### config.mk
export PLATFORM = sky130hd
export DESIGN_NAME = pfpcd_front
export DESIGN_NICKNAME = d
export VERILOG_FILES = /design/src/design/pfpcd_pkg.sv /design/src/design/pfpcd_front.sv
export SDC_FILE = /design/constraint.sdc
export NUM_CORES = 1
export LEC_CHECK = 0
export BUFFER_PORTS_ARGS = -buffer_cell sky130_fd_sc_hd__buf_2
export CAP_MARGIN = 0
export CORE_ASPECT_RATIO = 0.7
export CORE_MARGIN = 4
export CORE_UTILIZATION = 47
export DETAILED_ROUTE_END_ITERATION = 16
export HOLD_SLACK_MARGIN = 0.02
export PLACE_DENSITY = 0.86
export SYNTH_ARGS = -nofsm -noshare
export SYNTH_HDL_FRONTEND = slang
export SYNTH_SLANG_ARGS = --single-unit
### constraint.sdc
create_clock -name clock -period 9.1 [get_ports clock]
set_input_delay 1.82 -clock clock [delete_from_list [all_inputs] [get_ports clock]]
set_output_delay 1.82 -clock clock [all_outputs]
set_load 0.005 [all_outputs]
### src/design/pfpcd_pkg.sv
// Shared types, constants and helpers of the parity framed prefix code decoder.
`default_nettype none

package pfpcd_pkg;

   // Field widths
   localparam int CMD_W     = 2;
   localparam int CODE_W    = 16;
   localparam int LEN_W     = 5;
   localparam int SYM_W     = 8;
   localparam int CHAR_W    = 8;
   localparam int CNT_W     = 16;

   // Framing: nine bits per frame, eight of them data
   localparam int FRAME_LEN   = 9;
   localparam int DATA_LEN    = 8;
   localparam int FCNT_W      = 4;
   localparam int STEP_W      = $clog2(DATA_LEN);
   localparam int NIBBLE_W    = 4;
   localparam int LETTER_BASE = 10;

   // Parameter defaults
   localparam int DEF_TRIE_NODES   = 1024;
   localparam int DEF_MAX_CODE_LEN = 16;

   // Command queue between front and back
   localparam int QUEUE_DEPTH = 2;

   // Register file
   localparam int CSR_ADDR_W = 3;
   localparam int CSR_DATA_W = 32;
   localparam logic REG_MAX_SYMBOLS = 1'b0;
   localparam logic [CNT_W-1:0] MAX_SYMBOLS_RESET = 16'hFFFF;

   // Command codes
   localparam logic [CMD_W-1:0] CMD_CLEAR  = 2'd0;
   localparam logic [CMD_W-1:0] CMD_INSERT = 2'd1;
   localparam logic [CMD_W-1:0] CMD_DATA   = 2'd2;

   // ASCII bounds
   localparam logic [CHAR_W-1:0] CHAR_DIGIT_LO = 8'h30;
   localparam logic [CHAR_W-1:0] CHAR_DIGIT_HI = 8'h39;
   localparam logic [CHAR_W-1:0] CHAR_LOWER_LO = 8'h61;
   localparam logic [CHAR_W-1:0] CHAR_LOWER_HI = 8'h7A;
   localparam logic [CHAR_W-1:0] CHAR_UPPER_LO = 8'h41;
   localparam logic [CHAR_W-1:0] CHAR_UPPER_HI = 8'h5A;

   typedef struct packed {
      logic [CMD_W-1:0]  cmd;
      logic [CODE_W-1:0] code_bits;
      logic [LEN_W-1:0]  code_len;
      logic [SYM_W-1:0]  symbol;
      logic [CHAR_W-1:0] hex_char;
   } req_type;

   typedef struct packed {
      logic [SYM_W-1:0] out_symbol;
      logic             table_full;
      logic             last;
   } rsp_type;

   typedef enum logic [1:0] {
      OP_CLEAR  = 2'd0,
      OP_INSERT = 2'd1,
      OP_WALK   = 2'd2
   } op_kind_type;

   // One unit of back-end work
   typedef struct packed {
      op_kind_type         kind;
      logic [CODE_W-1:0]   code_bits;
      logic [LEN_W-1:0]    code_len;
      logic [SYM_W-1:0]    symbol;
      logic [DATA_LEN-1:0] frame_data;
   } op_type;

   // ASCII hex character to its four-bit value; letters run on from ten
   function automatic logic [NIBBLE_W-1:0] hex_nibble(input logic [CHAR_W-1:0] c);
      logic [CHAR_W-1:0] v;
      v = '0;
      if (c >= CHAR_DIGIT_LO && c <= CHAR_DIGIT_HI) begin
         v = c - CHAR_DIGIT_LO;
      end else if (c >= CHAR_LOWER_LO && c <= CHAR_LOWER_HI) begin
         v = c - CHAR_LOWER_LO + CHAR_W'(LETTER_BASE);
      end else if (c >= CHAR_UPPER_LO && c <= CHAR_UPPER_HI) begin
         v = c - CHAR_UPPER_LO + CHAR_W'(LETTER_BASE);
      end
      return v[NIBBLE_W-1:0];
   endfunction

endpackage

`default_nettype wire

### src/design/pfpcd_front.sv
// Front end: accepts words, packs hex bits into parity frames, queues work.
`default_nettype none

module pfpcd_front (
   input  wire logic             clock,
   input  wire logic             reset,
   input  wire logic             req_valid,
   input  wire pfpcd_pkg::req_type req_data,
   output logic                  req_stall,
   input  wire logic             q_full,
   output logic                  q_push,
   output pfpcd_pkg::op_type     q_op
);

   localparam int FL = pfpcd_pkg::FRAME_LEN;
   localparam int FW = pfpcd_pkg::FCNT_W;
   localparam int NW = pfpcd_pkg::NIBBLE_W;

   logic [FL-1:0]    frame_bits_ff, frame_bits_in;
   logic [FW-1:0]    frame_count_ff, frame_count_in;
   logic             accept;
   logic [NW-1:0]    nib;
   logic [FL+NW-1:0] joined;
   logic [FW-1:0]    sum;
   logic [1:0]       rest;
   logic [FL-1:0]    frame;
   logic [NW-1:0]    keep_mask;

   assign req_stall = q_full;
   assign accept    = req_valid && !q_full;

   // Classify the word and update the frame assembler
   always_comb begin
      nib       = pfpcd_pkg::hex_nibble(req_data.hex_char);
      joined    = {frame_bits_ff, nib};
      sum       = frame_count_ff + FW'(NW);
      // bits of the nibble that spill into the next frame
      rest      = 2'(sum - FW'(FL));
      frame     = FL'(joined >> rest);
      keep_mask = NW'((NW'(1) << rest) - NW'(1));

      frame_bits_in  = frame_bits_ff;
      frame_count_in = frame_count_ff;
      q_push         = 1'b0;
      q_op.kind       = pfpcd_pkg::OP_CLEAR;
      q_op.code_bits  = req_data.code_bits;
      q_op.code_len   = req_data.code_len;
      q_op.symbol     = req_data.symbol;
      q_op.frame_data = frame[FL-1:1];

      if (accept) begin
         unique case (req_data.cmd)
            pfpcd_pkg::CMD_CLEAR: begin
               frame_bits_in  = '0;
               frame_count_in = '0;
               q_push         = 1'b1;
               q_op.kind      = pfpcd_pkg::OP_CLEAR;
            end
            pfpcd_pkg::CMD_INSERT: begin
               q_push    = 1'b1;
               q_op.kind = pfpcd_pkg::OP_INSERT;
            end
            pfpcd_pkg::CMD_DATA: begin
               if (sum >= FW'(FL)) begin
                  frame_count_in = FW'(rest);
                  frame_bits_in  = FL'(nib & keep_mask);
                  // odd parity passes the frame on
                  q_push         = ^frame;
                  q_op.kind      = pfpcd_pkg::OP_WALK;
               end else begin
                  frame_bits_in  = joined[FL-1:0];
                  frame_count_in = sum;
               end
            end
            default: begin
            end
         endcase
      end
   end

   always_ff @(posedge clock) begin
      if (reset) begin
         frame_bits_ff  <= '0;
         frame_count_ff <= '0;
      end else begin
         frame_bits_ff  <= frame_bits_in;
         frame_count_ff <= frame_count_in;
      end
   end

endmodule

`default_nettype wire

==> impl_metrics.json <==
{
  "drv_slew": 0,
  "antenna_left": 0,
  "rrSetupSlack_ps": 6660,
  "postCtsSetupBuffers": 0,
  "final_nets": 211,
  "grt_start_max_net_pins": 15,
  "cts.htree.levels": 1,
  "maximum_clock_frequency_mhz": 166,
  "drt_iter0_drc": 138,
  "worst_ep_arrival_time_ps": 4210,
  "synth_cell_type_count": 38,
  "numPortBuffers": 25,
  "area_of_the_core_um2": 2840,
  "startpoint_type": "input pin",
  "cpMaxStageDelayCell": "mux4_2",
  "fin_crit_ps": 6030,
  "fin_tns_setup_ps": 0,
  "syn_area_um2": 1420,
  "clock_latency_ps": 240,
  "numClockSinks": 12,
  "min_path_type": "flop to flop",
  "fp.dieH_um": 54.0,
  "slew_headroom_pct": 56.5,
  "tritoncts": "yes",
  "detail_route.wl_per_cell_um": 15.3,
  "worst_r2r_startpoint": "frame_count_ff[0]",
  "worstSetupEndpointType": "output pin",
  "die_w_um": 73.6,
  "final-seq-area_um2": 240,
  "final_layout_size_suffix_gt1_share_pct": 25.3,
  "place_congestion": 0.826,
  "rsz0062_at_grt": "no",
  "ir_worst_vdd_mv": 0.0935,
  "finish.utilization_pct": 49.0,
  "die_area_um2": 3970,
  "io_pins": 84,
  "number_of_global_route_vias_before_repair": 984,
  "reg2reg_to": "frame_bits_ff[1]",
  "critPathCapture": "q_push",
  "crit_required_ps": 7280,
  "viasPerCell": 5.84,
  "final-setup-viol-count": 0,
  "run_status": "completed",
  "num-fill-cells": 285,
  "grt_antenna_before_repair": 0,
  "post_cts.resized_instances": 0,
  "drt_first_pass_iters": 4,
  "critical_path.cell_chain": "buf_2 -> inv_1 -> ha_1 -> nor4b_4 -> nor4b_1 -> a21o_1 -> mux4_2 -> xnor3_1 -> xnor2_1 -> o32ai_1 -> buf_2",
  "synthCells": 166,
  "critical-path-top-cell-by-count": "buf_2",
  "cts_hold_buffers": 0,
  "groute.usage.overall_pct": 15.8,
  "static-leakage-power_uw": 0.000572,
  "initial_core_util_pct": 49.9,
  "timing.max_cap.violations": 0,
  "final-hold-violation-count": 0,
  "sequential_share_of_the_synthesized_area_pct": 16.9,
  "synth.yosys.warnings": 0,
  "clock_skew_ps": 1.13,
  "dp.final_hpwl_um": 2350,
  "r2r_cells": 5,
  "cts-root-buf": "clkbuf_8",
  "post_synth.cell_area_avg_um2": 8.54,
  "grt_first_pass_wirelength_um": 4770,
  "post-route-drc-count": 0,
  "placement_rows": 16,
  "criticalPathCategory": "input pin to output pin",
  "worst_path_largest_cell_delay_ps": 480,
  "launching_instance_or_port_of_the_critical_path": "req_data[1]",
  "grt-ovfl-total": 0,
  "syn2layout_area_growth_pct": -1.68,
  "period_share_pct": 66.2,
  "numCtsBuffers": 3,
  "via_count": 1133,
  "antenna_cells_inserted": 0,
  "clk_path_buf_depth": 2,
  "syn_nets": 218,
  "critPathMaxFanout": 5,
  "multi_input_area_um2": 880,
  "power_density_nw_per_um2": 97.6,
  "wirelength_um": 2970,
  "path_clk_slew_ps": 50,
  "worstMarginPinSlew_ps": 651,
  "ys_seq_elements": 12
}
-- synth_stat cells (all sizes together) --
library cell | number | share of area [%]
or3 | 1 | 0.44
o32ai | 4 | 2.5
a22o | 1 | 0.62
or2 | 1 | 0.44
xnor3 | 1 | 1.6
o211a | 1 | 0.71
nor2 | 7 | 1.9
nand2b | 2 | 0.88
nand2 | 14 | 3.7
mux4 | 7 | 11
o2111ai | 3 | 1.9
xnor2 | 7 | 4.3
dfxtp | 12 | 17
o311ai | 1 | 0.62
a211oi | 2 | 1.1
nand3 | 2 | 0.71
o211ai | 2 | 1.1
nor4b | 3 | 2.9
o21ai | 4 | 1.4
a221o | 1 | 0.71
o32a | 1 | 0.71
buf | 31 | 16
nor3 | 1 | 0.35
o21bai | 1 | 0.79
nand4bb | 2 | 1.6
mux2i | 2 | 1.4
ha | 9 | 7.9
nand4 | 2 | 0.88
a21oi | 15 | 5.3
a2bb2o | 1 | 0.71
a21o | 3 | 1.6
inv | 11 | 2.9
and2 | 1 | 0.44
clkbuf | 7 | 1.9
xor2 | 2 | 1.2
a32oi | 1 | 0.62
-- worst min-delay path by stage --
stage	startpoint	end	slack (ps)	cells past startpoint
floorplan	frame_bits_ff[7]	frame_bits_ff[7]	430	2
global placement	frame_bits_ff[7]	frame_bits_ff[7]	450	2
detailed placement	frame_bits_ff[7]	frame_bits_ff[7]	450	2
CTS	frame_bits_ff[7]	frame_bits_ff[7]	460	2
global route	frame_bits_ff[7]	frame_bits_ff[7]	490	2
finish	frame_bits_ff[7]	frame_bits_ff[7]	450	2
-- worst max-delay path, delay by kind of cell --
family / cells / cell delay [ps]
compound gates: 2 / 330
xor+xnor: 2 / 520
fa+ha+maj: 1 / 230
buf+inv: 3 / 360
mux: 1 / 480
simple gates: 2 / 460
-- where the power goes --
group	switching [uW]	leakage (uW)	total, uW	internal, uW
logic	13.6	0.000447	23.8	10.1
clock network	20.0	0.0000288	58.2	38.2
registers	0.792	0.0000969	54.0	53.2
-- cell usage in the layout (no fill, tap or decap), drive strengths merged, types with 2 or more instances in the layout --
master	count
dfxtp	12
o211ai	2
a21oi	15
buf	26
nand4	2
ha	9
xor2	2
nand2	14
nor4b	3
nand3	2
o2111ai	3
a211oi	2
o21ai	4
mux4	7
clkbuf	4
nor2	7
nand4bb	2
inv	11
xnor2	7
mux2i	2
a21o	3
nand2b	2
o32ai	4
-- per-layer routing --
| metal | wire length, um | part of all wire [%] | vias to the layer above | GRT usage [%] |
|---|---|---|---|---|
| met5 | 0 | 0 | - | 0 |
| met4 | 0 | 0 | 0 | 2.71 |
| met3 | 285 | 9.6 | 0 | 5.60 |
| met2 | 1200 | 40 | 46 | 21.8 |
| met1 | 1480 | 50 | 536 | 23.6 |
| li1 | - | - | 551 | - |
-- state kept, by name, indices dropped and copies added (netlist names) --
name,cells
frame_count_ff,4
frame_bits_ff,8
-- area by class of cell --
class	count	share of cell area [%]
repair buffers	26	9.52
clock buffers	4	3.95
well taps	36	3.23
flip-flops and latches	12	17.2
multi-input cells	105	63.1
inverters	11	2.96
-- logic make-up after synthesis --
group / after synthesis / synth area share (%)
buffers and inverters: 49 / 21.0
and+or+nand+nor: 36 / 14.2
adders and majority gates: 9 / 7.94
AOI/OAI and AO/OA: 41 / 20.2
xor gates and xnor gates: 10 / 7.15
muxes: 9 / 12.5
DFF: 12 / 16.9
-- through the flow --
step / cell area, um^2 / hold slack [ps] / power, uW / setup WS [ps] / instances
global route: 1390 / 488 / 145 / 2890 / 194
CTS: 1390 / 456 / 137 / 3080 / 194
detailed placement: 1340 / 448 / 78.6 / 3090 / 190
global placement: 1340 / 447 / 77.9 / 3150 / 190
finish: 1390 / 452 / 136 / 3070 / 194
floorplan: 1420 / 433 / 80.9 / 3510 / 166
No activity file was read; power rests on OpenSTA's default activity.
