<file path="src/design/pfpcd_pkg.sv">
// Shared types, constants and helpers of the parity framed prefix code decoder.
`default_nettype none

package pfpcd_pkg;

   // Field widths
   localparam int CMD_W     = 2;
   localparam int CODE_W    = 16;
   localparam int LEN_W     = 5;
   localparam int SYM_W     = 8;
   localparam int CHAR_W    = 8;
   localparam int CNT_W     = 16;

   // Framing: nine bits per frame, eight of them data
   localparam int FRAME_LEN   = 9;
   localparam int DATA_LEN    = 8;
   localparam int FCNT_W      = 4;
   localparam int STEP_W      = $clog2(DATA_LEN);
   localparam int NIBBLE_W    = 4;
   localparam int LETTER_BASE = 10;

   // Parameter defaults
   localparam int DEF_TRIE_NODES   = 1024;
   localparam int DEF_MAX_CODE_LEN = 16;

   // Command queue between front and back
   localparam int QUEUE_DEPTH = 2;

   // Register file
   localparam int CSR_ADDR_W = 3;
   localparam int CSR_DATA_W = 32;
   localparam logic REG_MAX_SYMBOLS = 1'b0;
   localparam logic [CNT_W-1:0] MAX_SYMBOLS_RESET = 16'hFFFF;

   // Command codes
   localparam logic [CMD_W-1:0] CMD_CLEAR  = 2'd0;
   localparam logic [CMD_W-1:0] CMD_INSERT = 2'd1;
   localparam logic [CMD_W-1:0] CMD_DATA   = 2'd2;

   // ASCII bounds
   localparam logic [CHAR_W-1:0] CHAR_DIGIT_LO = 8'h30;
   localparam logic [CHAR_W-1:0] CHAR_DIGIT_HI = 8'h39;
   localparam logic [CHAR_W-1:0] CHAR_LOWER_LO = 8'h61;
   localparam logic [CHAR_W-1:0] CHAR_LOWER_HI = 8'h7A;
   localparam logic [CHAR_W-1:0] CHAR_UPPER_LO = 8'h41;
   localparam logic [CHAR_W-1:0] CHAR_UPPER_HI = 8'h5A;

   typedef struct packed {
      logic [CMD_W-1:0]  cmd;
      logic [CODE_W-1:0] code_bits;
      logic [LEN_W-1:0]  code_len;
      logic [SYM_W-1:0]  symbol;
      logic [CHAR_W-1:0] hex_char;
   } req_type;

   typedef struct packed {
      logic [SYM_W-1:0] out_symbol;
      logic             table_full;
      logic             last;
   } rsp_type;

   typedef enum logic [1:0] {
      OP_CLEAR  = 2'd0,
      OP_INSERT = 2'd1,
      OP_WALK   = 2'd2
   } op_kind_type;

   // One unit of back-end work
   typedef struct packed {
      op_kind_type         kind;
      logic [CODE_W-1:0]   code_bits;
      logic [LEN_W-1:0]    code_len;
      logic [SYM_W-1:0]    symbol;
      logic [DATA_LEN-1:0] frame_data;
   } op_type;

   // ASCII hex character to its four-bit value; letters run on from ten
   function automatic logic [NIBBLE_W-1:0] hex_nibble(input logic [CHAR_W-1:0] c);
      logic [CHAR_W-1:0] v;
      v = '0;
      if (c >= CHAR_DIGIT_LO && c <= CHAR_DIGIT_HI) begin
         v = c - CHAR_DIGIT_LO;
      end else if (c >= CHAR_LOWER_LO && c <= CHAR_LOWER_HI) begin
         v = c - CHAR_LOWER_LO + CHAR_W'(LETTER_BASE);
      end else if (c >= CHAR_UPPER_LO && c <= CHAR_UPPER_HI) begin
         v = c - CHAR_UPPER_LO + CHAR_W'(LETTER_BASE);
      end
      return v[NIBBLE_W-1:0];
   endfunction

endpackage

`default_nettype wire

</file>
<file path="src/design/pfpcd_queue.sv">
// Short FIFO of work between the front and back ends.
`default_nettype none

module pfpcd_queue (
   input  wire logic             clock,
   input  wire logic             reset,
   input  wire logic             push,
   input  wire pfpcd_pkg::op_type push_op,
   output logic                  full,
   output logic                  valid,
   output pfpcd_pkg::op_type     head,
   input  wire logic             pop
);

   localparam int DEPTH = pfpcd_pkg::QUEUE_DEPTH;
   localparam int PTR_W = $clog2(DEPTH);
   localparam int CNT_W = $clog2(DEPTH + 1);

   pfpcd_pkg::op_type entries_ff [DEPTH];
   logic [PTR_W-1:0]  wr_ptr_ff, wr_ptr_in;
   logic [PTR_W-1:0]  rd_ptr_ff, rd_ptr_in;
   logic [CNT_W-1:0]  count_ff, count_in;

   assign full  = count_ff == CNT_W'(DEPTH);
   assign valid = count_ff != '0;
   assign head  = entries_ff[rd_ptr_ff];

   // Pointer and fill update
   always_comb begin
      wr_ptr_in = wr_ptr_ff;
      rd_ptr_in = rd_ptr_ff;
      count_in  = count_ff;
      if (push) begin
         wr_ptr_in = (wr_ptr_ff == PTR_W'(DEPTH - 1)) ? '0 : wr_ptr_ff + PTR_W'(1);
      end
      if (pop) begin
         rd_ptr_in = (rd_ptr_ff == PTR_W'(DEPTH - 1)) ? '0 : rd_ptr_ff + PTR_W'(1);
      end
      if (push && !pop) begin
         count_in = count_ff + CNT_W'(1);
      end else if (pop && !push) begin
         count_in = count_ff - CNT_W'(1);
      end
   end

   always_ff @(posedge clock) begin
      if (push) begin
         entries_ff[wr_ptr_ff] <= push_op;
      end
   end

   always_ff @(posedge clock) begin
      if (reset) begin
         wr_ptr_ff <= '0;
         rd_ptr_ff <= '0;
         count_ff  <= '0;
      end else begin
         wr_ptr_ff <= wr_ptr_in;
         rd_ptr_ff <= rd_ptr_in;
         count_ff  <= count_in;
      end
   end

endmodule

`default_nettype wire

</file>
<file path="config.mk">
export PLATFORM = sky130hd
export DESIGN_NAME = pfpcd_queue
export DESIGN_NICKNAME = d
export VERILOG_FILES = /design/src/design/pfpcd_pkg.sv /design/src/design/pfpcd_queue.sv
export SDC_FILE = /design/constraint.sdc
export NUM_CORES = 1
export LEC_CHECK = 0
export BUFFER_PORTS_ARGS = -buffer_cell sky130_fd_sc_hd__buf_2
export CORE_ASPECT_RATIO = 1.1
export CORE_UTILIZATION = 30
export CTS_BUF_LIST = sky130_fd_sc_hd__clkbuf_4
export DETAILED_ROUTE_END_ITERATION = 8
export PLACE_DENSITY = 0.62
export SETUP_SLACK_MARGIN = 0.2
export SYNTH_ARGS = -nofsm -noshare
export SYNTH_HDL_FRONTEND = slang
export SYNTH_SLANG_ARGS = --single-unit
</file>
<file path="constraint.sdc">
create_clock -name clock -period 3.6 [get_ports clock]
set_clock_uncertainty 0.2 [all_clocks]
set_input_delay 0.18 -clock clock [delete_from_list [all_inputs] [get_ports clock]]
set_output_delay 0.18 -clock clock [all_outputs]
set_load 0.1 [all_outputs]
</file>
==> results of run 1 <==
## flip-flops by register name (all words and copies together), names as in the netlist, named ones only
name,flops
entries_ff,78
wr_ptr_ff,1
count_ff,2
rd_ptr_ff,1
## cell usage after synthesis (2+ instances only)
cell type   n  area share (%)
nor2_1      4            0.50
xnor2_1     2            0.58
dfxtp_1     5             3.3
xor2_1      2            0.58
edfxtp_1   78              78
buf_2       2            0.33
mux2_2     39              15
## cell type report
type | count | area, um^2
clock buffers | 9 | 67.56
fillers | 890 | 5688
repair buffers | 128 | 865.8
clock inverters | 7 | 68.82
well taps | 120 | 150.1
flip-flops and latches | 83 | 2444
multi-input cells | 55 | 554.3
inverters | 1 | 3.754
## logic make-up (layout without fill, tap and decap cells)
kind of cell    Yosys count  count (layout)  synth area share [%]
mux                      39              39                 14.54
fa+ha+maj                 1               1                0.4142
flops                    83              83                 80.86
xor+xnor                  4               4                 1.160
compound gates            2               2                0.3311
simple gates              9               9                 1.616
buf+inv                   5             145                 1.077
## metrics by stage
stage / total power, mW / setup WS [ns] / instances
6_report: 2.293 / 1.041 / 403
5_1_grt: 2.380 / 0.8556 / 403
4_1_cts: 2.334 / 0.9199 / 403
3_5_place_dp: 1.757 / 1.428 / 342
3_3_place_gp: 1.751 / 1.454 / 342
2_1_floorplan: 1.660 / 0.8849 / 143
## metal layers
layer,up-vias,routed length [um]
li1,830,-
met1,846,2145
met2,45,2789
met3,12,253
met4,0,108
met5,-,0
## path summary, 6_finish.rpt
kind / cells past startpoint / to / startpoint / slack (ns)
worst min-delay path: 2 / entries_ff[0][6]$_DFFE_PP_ / push_op[6] / 0.26
worst max register to register: 1 / entries_ff[0][2]$_DFFE_PP_ / wr_ptr_ff$_SDFFE_PP0P_ / 1.69
worst min register to register: 2 / count_ff[1]$_SDFFE_PP0P_ / count_ff[1]$_SDFFE_PP0P_ / 0.32
worst max-delay path: 2 / head[26] / flop / 1.04
## cells in the final DEF, fill, tap and decap left out
cell / instances
nor2_1: 4
dfxtp_1: 4
clkinv_1: 1
dfxtp_2: 1
bufinv_16: 1
and2b_2: 1
ha_1: 1
inv_1: 1
buf_2: 83
clkinv_2: 2
mux2_2: 39
xor2_1: 2
dlygate4sd3_1: 45
a21oi_1: 1
clkinv_4: 2
o21ai_0: 1
and2_2: 1
clkinvlp_4: 1
clkbuf_4: 9
or3_1: 1
nor2b_4: 1
xnor2_1: 2
or2_2: 1
edfxtp_1: 78
## power by group through the flow
| stage | logic (mW) | registers (mW) | clock network [mW] |
|---|---|---|---|
| 3_3_place_gp | 0.574 | 1.18 | 0 |
| 5_1_grt | 0.637 | 1.17 | 0.578 |
| 2_1_floorplan | 0.502 | 1.16 | 0 |
| 6_report | 0.614 | 1.16 | 0.524 |
| 4_1_cts | 0.618 | 1.16 | 0.557 |
| 3_5_place_dp | 0.576 | 1.18 | 0 |
==> summary.md, run 1 <==
| Metric | Value |
|---|---|
| CTS tree | yes |
| Gr usage total | between 10% and 20% |
| Iteration-0 DRC Markers | 63 |
| Fin. max-slew vios | 0 |
| Critical Path RT | ~3.2 ns |
| Initial antenna violation count | 0 |
| Final min period | ~2.6 ns |
| ANT cells | 0 |
| Row cnt | 38 |
| CTS H-tree depth | 3 |
| Vias per cell | ~4.3 |
| Final worst-path cycle share | between 70 and 80% |
| Root Driver | clkbuf_4 |
| Met2 Resource Use GR | ~19% |
| # DRC | 10 |
| Number of synthesized flops with an enable pin | slightly below 80 |
| Fin util | between 40 and 50% |
| Final nets | 322 |
| Max Cap Violations | 0 |
| Die height | 107.2 um |
| CTS Sinks | 83 |
| Seq pwr share | 50.4% |
| Synthesized Nets | ~190 |
| Combinational share of power | about 27% |
| Peak per-stage delay on the critical path | 0.98 ns |
| CTS clk-pin slew, worst paths | about 0.13 ns |
| Drt pass-1 iters | 6 |
| Port bufs | just over 80 |
| Synth cell types | 18 |
| Die area | around 0.010 mm^2 |
| Primary FF master, synth | edfxtp_1 |
| Hold buffers post-CTS | between 40 and 50 |
| Worst path top cell family by delay | flip-flops |
| Rel. slew slack | a little over a fifth |
| Hold WS | ~0.26 ns |
| GR Util met1 | a little under an eighth |
| Endpoints failing setup | 0 |
| RD Place Congestion | slightly above 0.6 |
| Final instance area | slightly above 0.004 mm^2 |
| Global-route wire length before repair | 8.286 mm |
| Mapped Avg Cell Area | ~21 um^2 |
| Internal power contribution | roughly 1.5 mW |
| Critical-path top delay cell | dfxtp_2 |
| Seq cells post-synth | 83 |
| Vias post-DR | about 1.7k |
| GR Layer Usage met3 | ~3.7% |
| Sw Share | a little over a third |
| Post-CTS Setup Inserts | 0 |
| Starting Density | a little under a third |
| Largest net degree at the start of global routing | 40 |
| Power per cell area | 552.1 mW/mm^2 |
| Final ANT Viol Nets | 0 |
| Worst skew pair latency | 0.42 ns |
| Routed wire per std cell | approximately 13 um |
| Cts repair resizes | 0 |
| Critical path data arrival time | about 2.2 ns |
| WS Path Type | reg -> out |
| Crit start category | flop |
| Max Root-Sink Buffers | 2 |
| Most used routing layer | met2 |
| Share of layout cells above drive strength 1 | 50.18% |
| Critical path cell sequence | mux2_2, buf_2 |
| Post-DP Area | between 0.003 and 0.004 mm^2 |
| Highest net fanout along the worst path | 39 |
| Outcome | complete, but fails checks |
| CORE AREA | 0.009842 mm^2 |
| CTS buffer count | 9 |
| Worst path buffer plus inverter count | 1 |
| Syn Inst Count | 143 |
| Final WL | between 5 and 6 mm |
| Setup_tns | 0 ns |
| Yosys warnings | 0 |
| Setup crit end kind | output pin |
| Vias in the first global route | approximately 1.7k |
| Asr flop ratio synth | 0% |
| Die X | between 90 and 100 um |
| Fin. Hold Viols | 0 |
| HP Class | in -> reg |
| Psw | a little over 800 uW |
| Netlist area before placement | about 0.0030 mm^2 |
| GR Overflow Total | 0 |
| Sequential share of the synthesized area | between 80% and 90% |
| Syn-to-layout area delta | 37.53% |
| Peak supply drop | between 0.2 and 0.25 mV |
| Detailed placement HPWL | 3.037 mm |
| I/O pin cnt | 84 |
| RSZ-0062 raised after global routing | false |
| Fmax | 0.3907 GHz |
| Leakage | 1.570 nW |
| Failing checks | DRC |
| Clk pwr share | a little under a quarter |
| Worst-margin pin slew | ~1.2 ns |
(Power assumes the default switching activity.)
==> inputs of run 2 (changes only) <==
ABC_AREA = 1   (was unset)
PLACE_DENSITY = 0.63   (was 0.62)
clock period = 2.3 ns   (was 3.6 ns; I/O delays follow)
==> run 2 against run 1 <==
  * The flow now finishes without violations
  * Die area grew 2.2%
  * Clock power grew 29%
  * Sequential power grew 52%
  * Sequential share of layout area shrank 0.84 points
  * Worst setup slack lost 0.72 ns
==> summary.md, run 2 <==
| Metric | Value |
|---|---|
| Outcome | finished, final reports clean |
| Most frequent cells in the layout | buf_2, edfxtp_1, dlygate4sd3_1 |
| Area occupied by multi-input gates | 576.8 um^2 (+4.1%) |
| CTS H-tree depth | 3 (unchanged) |
| Crit start category | flop |
| Fin. Hold Viols | 0 (unchanged) |
| Worst-margin pin slew | 0.5012 ns (-0.6764 ns) |
| Syn-to-layout area delta | 36.52% |
| Top reg by flops | entries_ff |
| Syn Inst Count | 154 (+7.7%) |
| Power per cell area | 803.7 mW/mm^2 (+46%) |
| Fmax | between 0.5 and 0.6 GHz |
| Row cnt | 38 (unchanged) |
| Vias post-DR | 1803 (+4.0%) |
| Sequential share of the synthesized area | 79.12% (-1.7 points) |
| Detailed placement HPWL | 3.694 mm (+22%) |
| Synth cell types | 17 (-1) |
| Final min period | between 1.5 and 2 ns |
| Largest register FFs | 78 (unchanged) |
| Number of synthesized flops with an enable pin | 78 (unchanged) |
| Commonest non-fill, non-tap cell in the layout | buf_2 |
| Endpoints failing setup | 0 (unchanged) |
| CTS tree | yes |
| Drt pass-1 iters | 4 (-2) |
| Hold depth | 2 (unchanged) |
| CTS buffer count | 9 (unchanged) |
| Leakage | 1.647 nW (+4.9%) |
| R2r worst-path depth | 3 (+2) |
| Peak per-stage delay on the critical path | 0.37 ns (-0.61 ns) |
| HP Class | in -> reg |
| Top cells by area, synth | edfxtp_1, mux2_2, mux2_4 |
| Yosys warnings | 0 (unchanged) |
| Synth top area share | 75.88% (-1.7 points) |
| Mapped Avg Cell Area | 20.04 um^2 (-5.1%) |
| Setup crit end kind | output pin |
| Vias in the first global route | 1932 (+11%) |
| Peak supply drop | 0.3633 mV (+65%) |
| Worst skew pair latency | 0.42 ns (about the same) |
| CTS clk-pin slew, worst paths | 0.13 ns (about the same) |
| Critical Path RT | 1.99 ns (-1.23 ns) |
| WP depth | 3 (+1) |
| Final ANT Viol Nets | 0 (unchanged) |
| Share of layout cells above drive strength 1 | 48.48% (-1.7 points) |
| Die area | 0.01070 mm^2 (+2.2%) |
| Worst path top cell family by delay | buffers and inverters |
| Asr flop ratio synth | 0% (unchanged) |
| Final instance area | 0.004214 mm^2 (+1.4%) |
| Highest net fanout along the worst path | 18 (-54%) |
| Count leader, synth | edfxtp_1 |
| Setup_tns | 0 ns (unchanged) |
| GR Overflow Total | 0 (unchanged) |
| Netlist area before placement | 0.003087 mm^2 (+2.2%) |
| Post-DP Area | 0.003670 mm^2 (+2.9%) |
| Vias per cell | 4.324 (+0.55%) |
| Primary FF master, synth | edfxtp_1 |
| WS Path Type | reg -> out |
| Final WL | 5.633 mm (+6.4%) |
| Iteration-0 DRC Markers | 43 (-32%) |
| Die height | 108.4 um (+1.1%) |
| Final nets | 336 (+4.3%) |
| CORE AREA | 0.009937 mm^2 (+0.97%) |
| Final worst-path cycle share | 85.95% |
| Cell taking the most area after synthesis | edfxtp_1 |
| Seq cells post-synth | 83 (unchanged) |
| Fill count | 913 (+2.6%) |
| Worst path buffer plus inverter count | 2 (+1) |
| Critical-path top delay cell | dfxtp_2 |
| Max Root-Sink Buffers | 2 (unchanged) |
| Port bufs | 83 (unchanged) |
| Global-route wire length before repair | 8.907 mm (+7.5%) |
| ANT cells | 0 (unchanged) |
| Top cells by count, synth | edfxtp_1, mux2_2, mux2_4, inv_1 |
| Initial antenna violation count | 0 (unchanged) |
| Min-delay src | push_op[7] |
| R2R Setup Slk | 0.69 ns (-1.00 ns) |
| CTS Sinks | 83 (unchanged) |
| Gr usage total | 11.53% (+0.73 points) |
| Starting Density | 31.06% (+0.37 points) |
| Synthesized Nets | 198 (+5.9%) |
| # DRC | 0 (-10) |
| Rel. slew slack | 66.54% (+45 points) |
| Root Driver | clkbuf_4 |
| Routed wire per std cell | 13.51 um (+2.8%) |
| Critical path cell sequence | buf_6, mux2_2, buf_2 |
| Critical path data arrival time | 1.66 ns (-0.52 ns) |
| RD Place Congestion | 0.6313 (+3.0%) |
| FF+latch area | 0.002444 mm^2 (unchanged) |
| Largest net degree at the start of global routing | 22 (-45%) |
| Fin. max-slew vios | 0 (unchanged) |
| I/O pin cnt | 84 (unchanged) |
| Max Cap Violations | 0 (unchanged) |
| Reg-to-reg startpoint | wr_ptr_ff$_SDFFE_PP0P_ |
| Die X | 98.72 um (+1.1%) |
| Top flop regs | entries_ff x78, count_ff x2 |
| RSZ-0062 raised after global routing | false |
[run 2: cell types whose count changed in the layout (fill, tap and decap cells not counted), moves of 6 or more]
cell / previous run / this run
mux2_2: 39 / 29
mux2_4: 0 / 10
inv_1: 1 / 8
nand2_1: 0 / 6
[run 2: layout make-up]
| cell class | instances | area share, % |
|---|---|---|
| clock buffers | 9 | 1.603 |
| inverters | 9 | 0.8017 |
| well taps | 120 | 3.563 |
| flip-flops and latches | 83 | 57.99 |
| repair buffers | 131 | 21.53 |
| clock inverters | 7 | 0.8314 |
| multi-input cells | 58 | 13.69 |
[run 2: path summary, 6_finish.rpt]
kind	endpoint
setup / recovery	head[29]
setup reg to reg	entries_ff[1][10]$_DFFE_PP_
hold / removal	entries_ff[1][7]$_DFFE_PP_
hold reg to reg	wr_ptr_ff$_SDFFE_PP0P_
[run 2: what timing repair did]
item,in CTS,in global routing
buffers inserted,0,0
hold buffers,43,0
endpoints found under the hold margin,83,0
resized for setup,1,2
endpoints found under the setup margin,13,18
[run 2: per-stage QoR]
step	power, mW	worst slack [ns]	hold slack, ns	cells	utilization [%]
after floorplan	2.545	0.3380	-0.01262	154	-
after global placement	2.677	0.6833	0.1035	358	36.93
after detailed placement	2.690	0.6620	0.1066	358	36.93
after CTS	3.444	0.2064	0.1568	417	42.33
after global routing	3.535	0.2143	0.1628	417	42.41
final	3.387	0.3231	0.2069	417	42.41
[run 2: kinds of logic (layout without fill, tap and decap cells)]
kind of cell    count (synthesis)  count (layout)  synth area share [%]
buf+inv                        13             156                 2.432
xor+xnor                        1               1                0.2838
compound gates                  2               2                0.3240
mux                            39              39                 15.44
simple gates                   15              15                 1.986
flops                          83              83                 79.12
fa+ha+maj                       1               1                0.4053
[run 2: layer usage]
layer  wire, um  track usage (%)  share of wire, %
met1       2392            12.65                42
met2       2863            19.82                51
met3        282            4.202               5.0
met4         95            5.757               1.7
met5          0                0                 0
[run 2: power breakdown]
group	switching, mW	internal (mW)
Combinational	0.713	0.231
Clock	0.471	0.208
Sequential	0.0220	1.74
Total	1.21	2.18
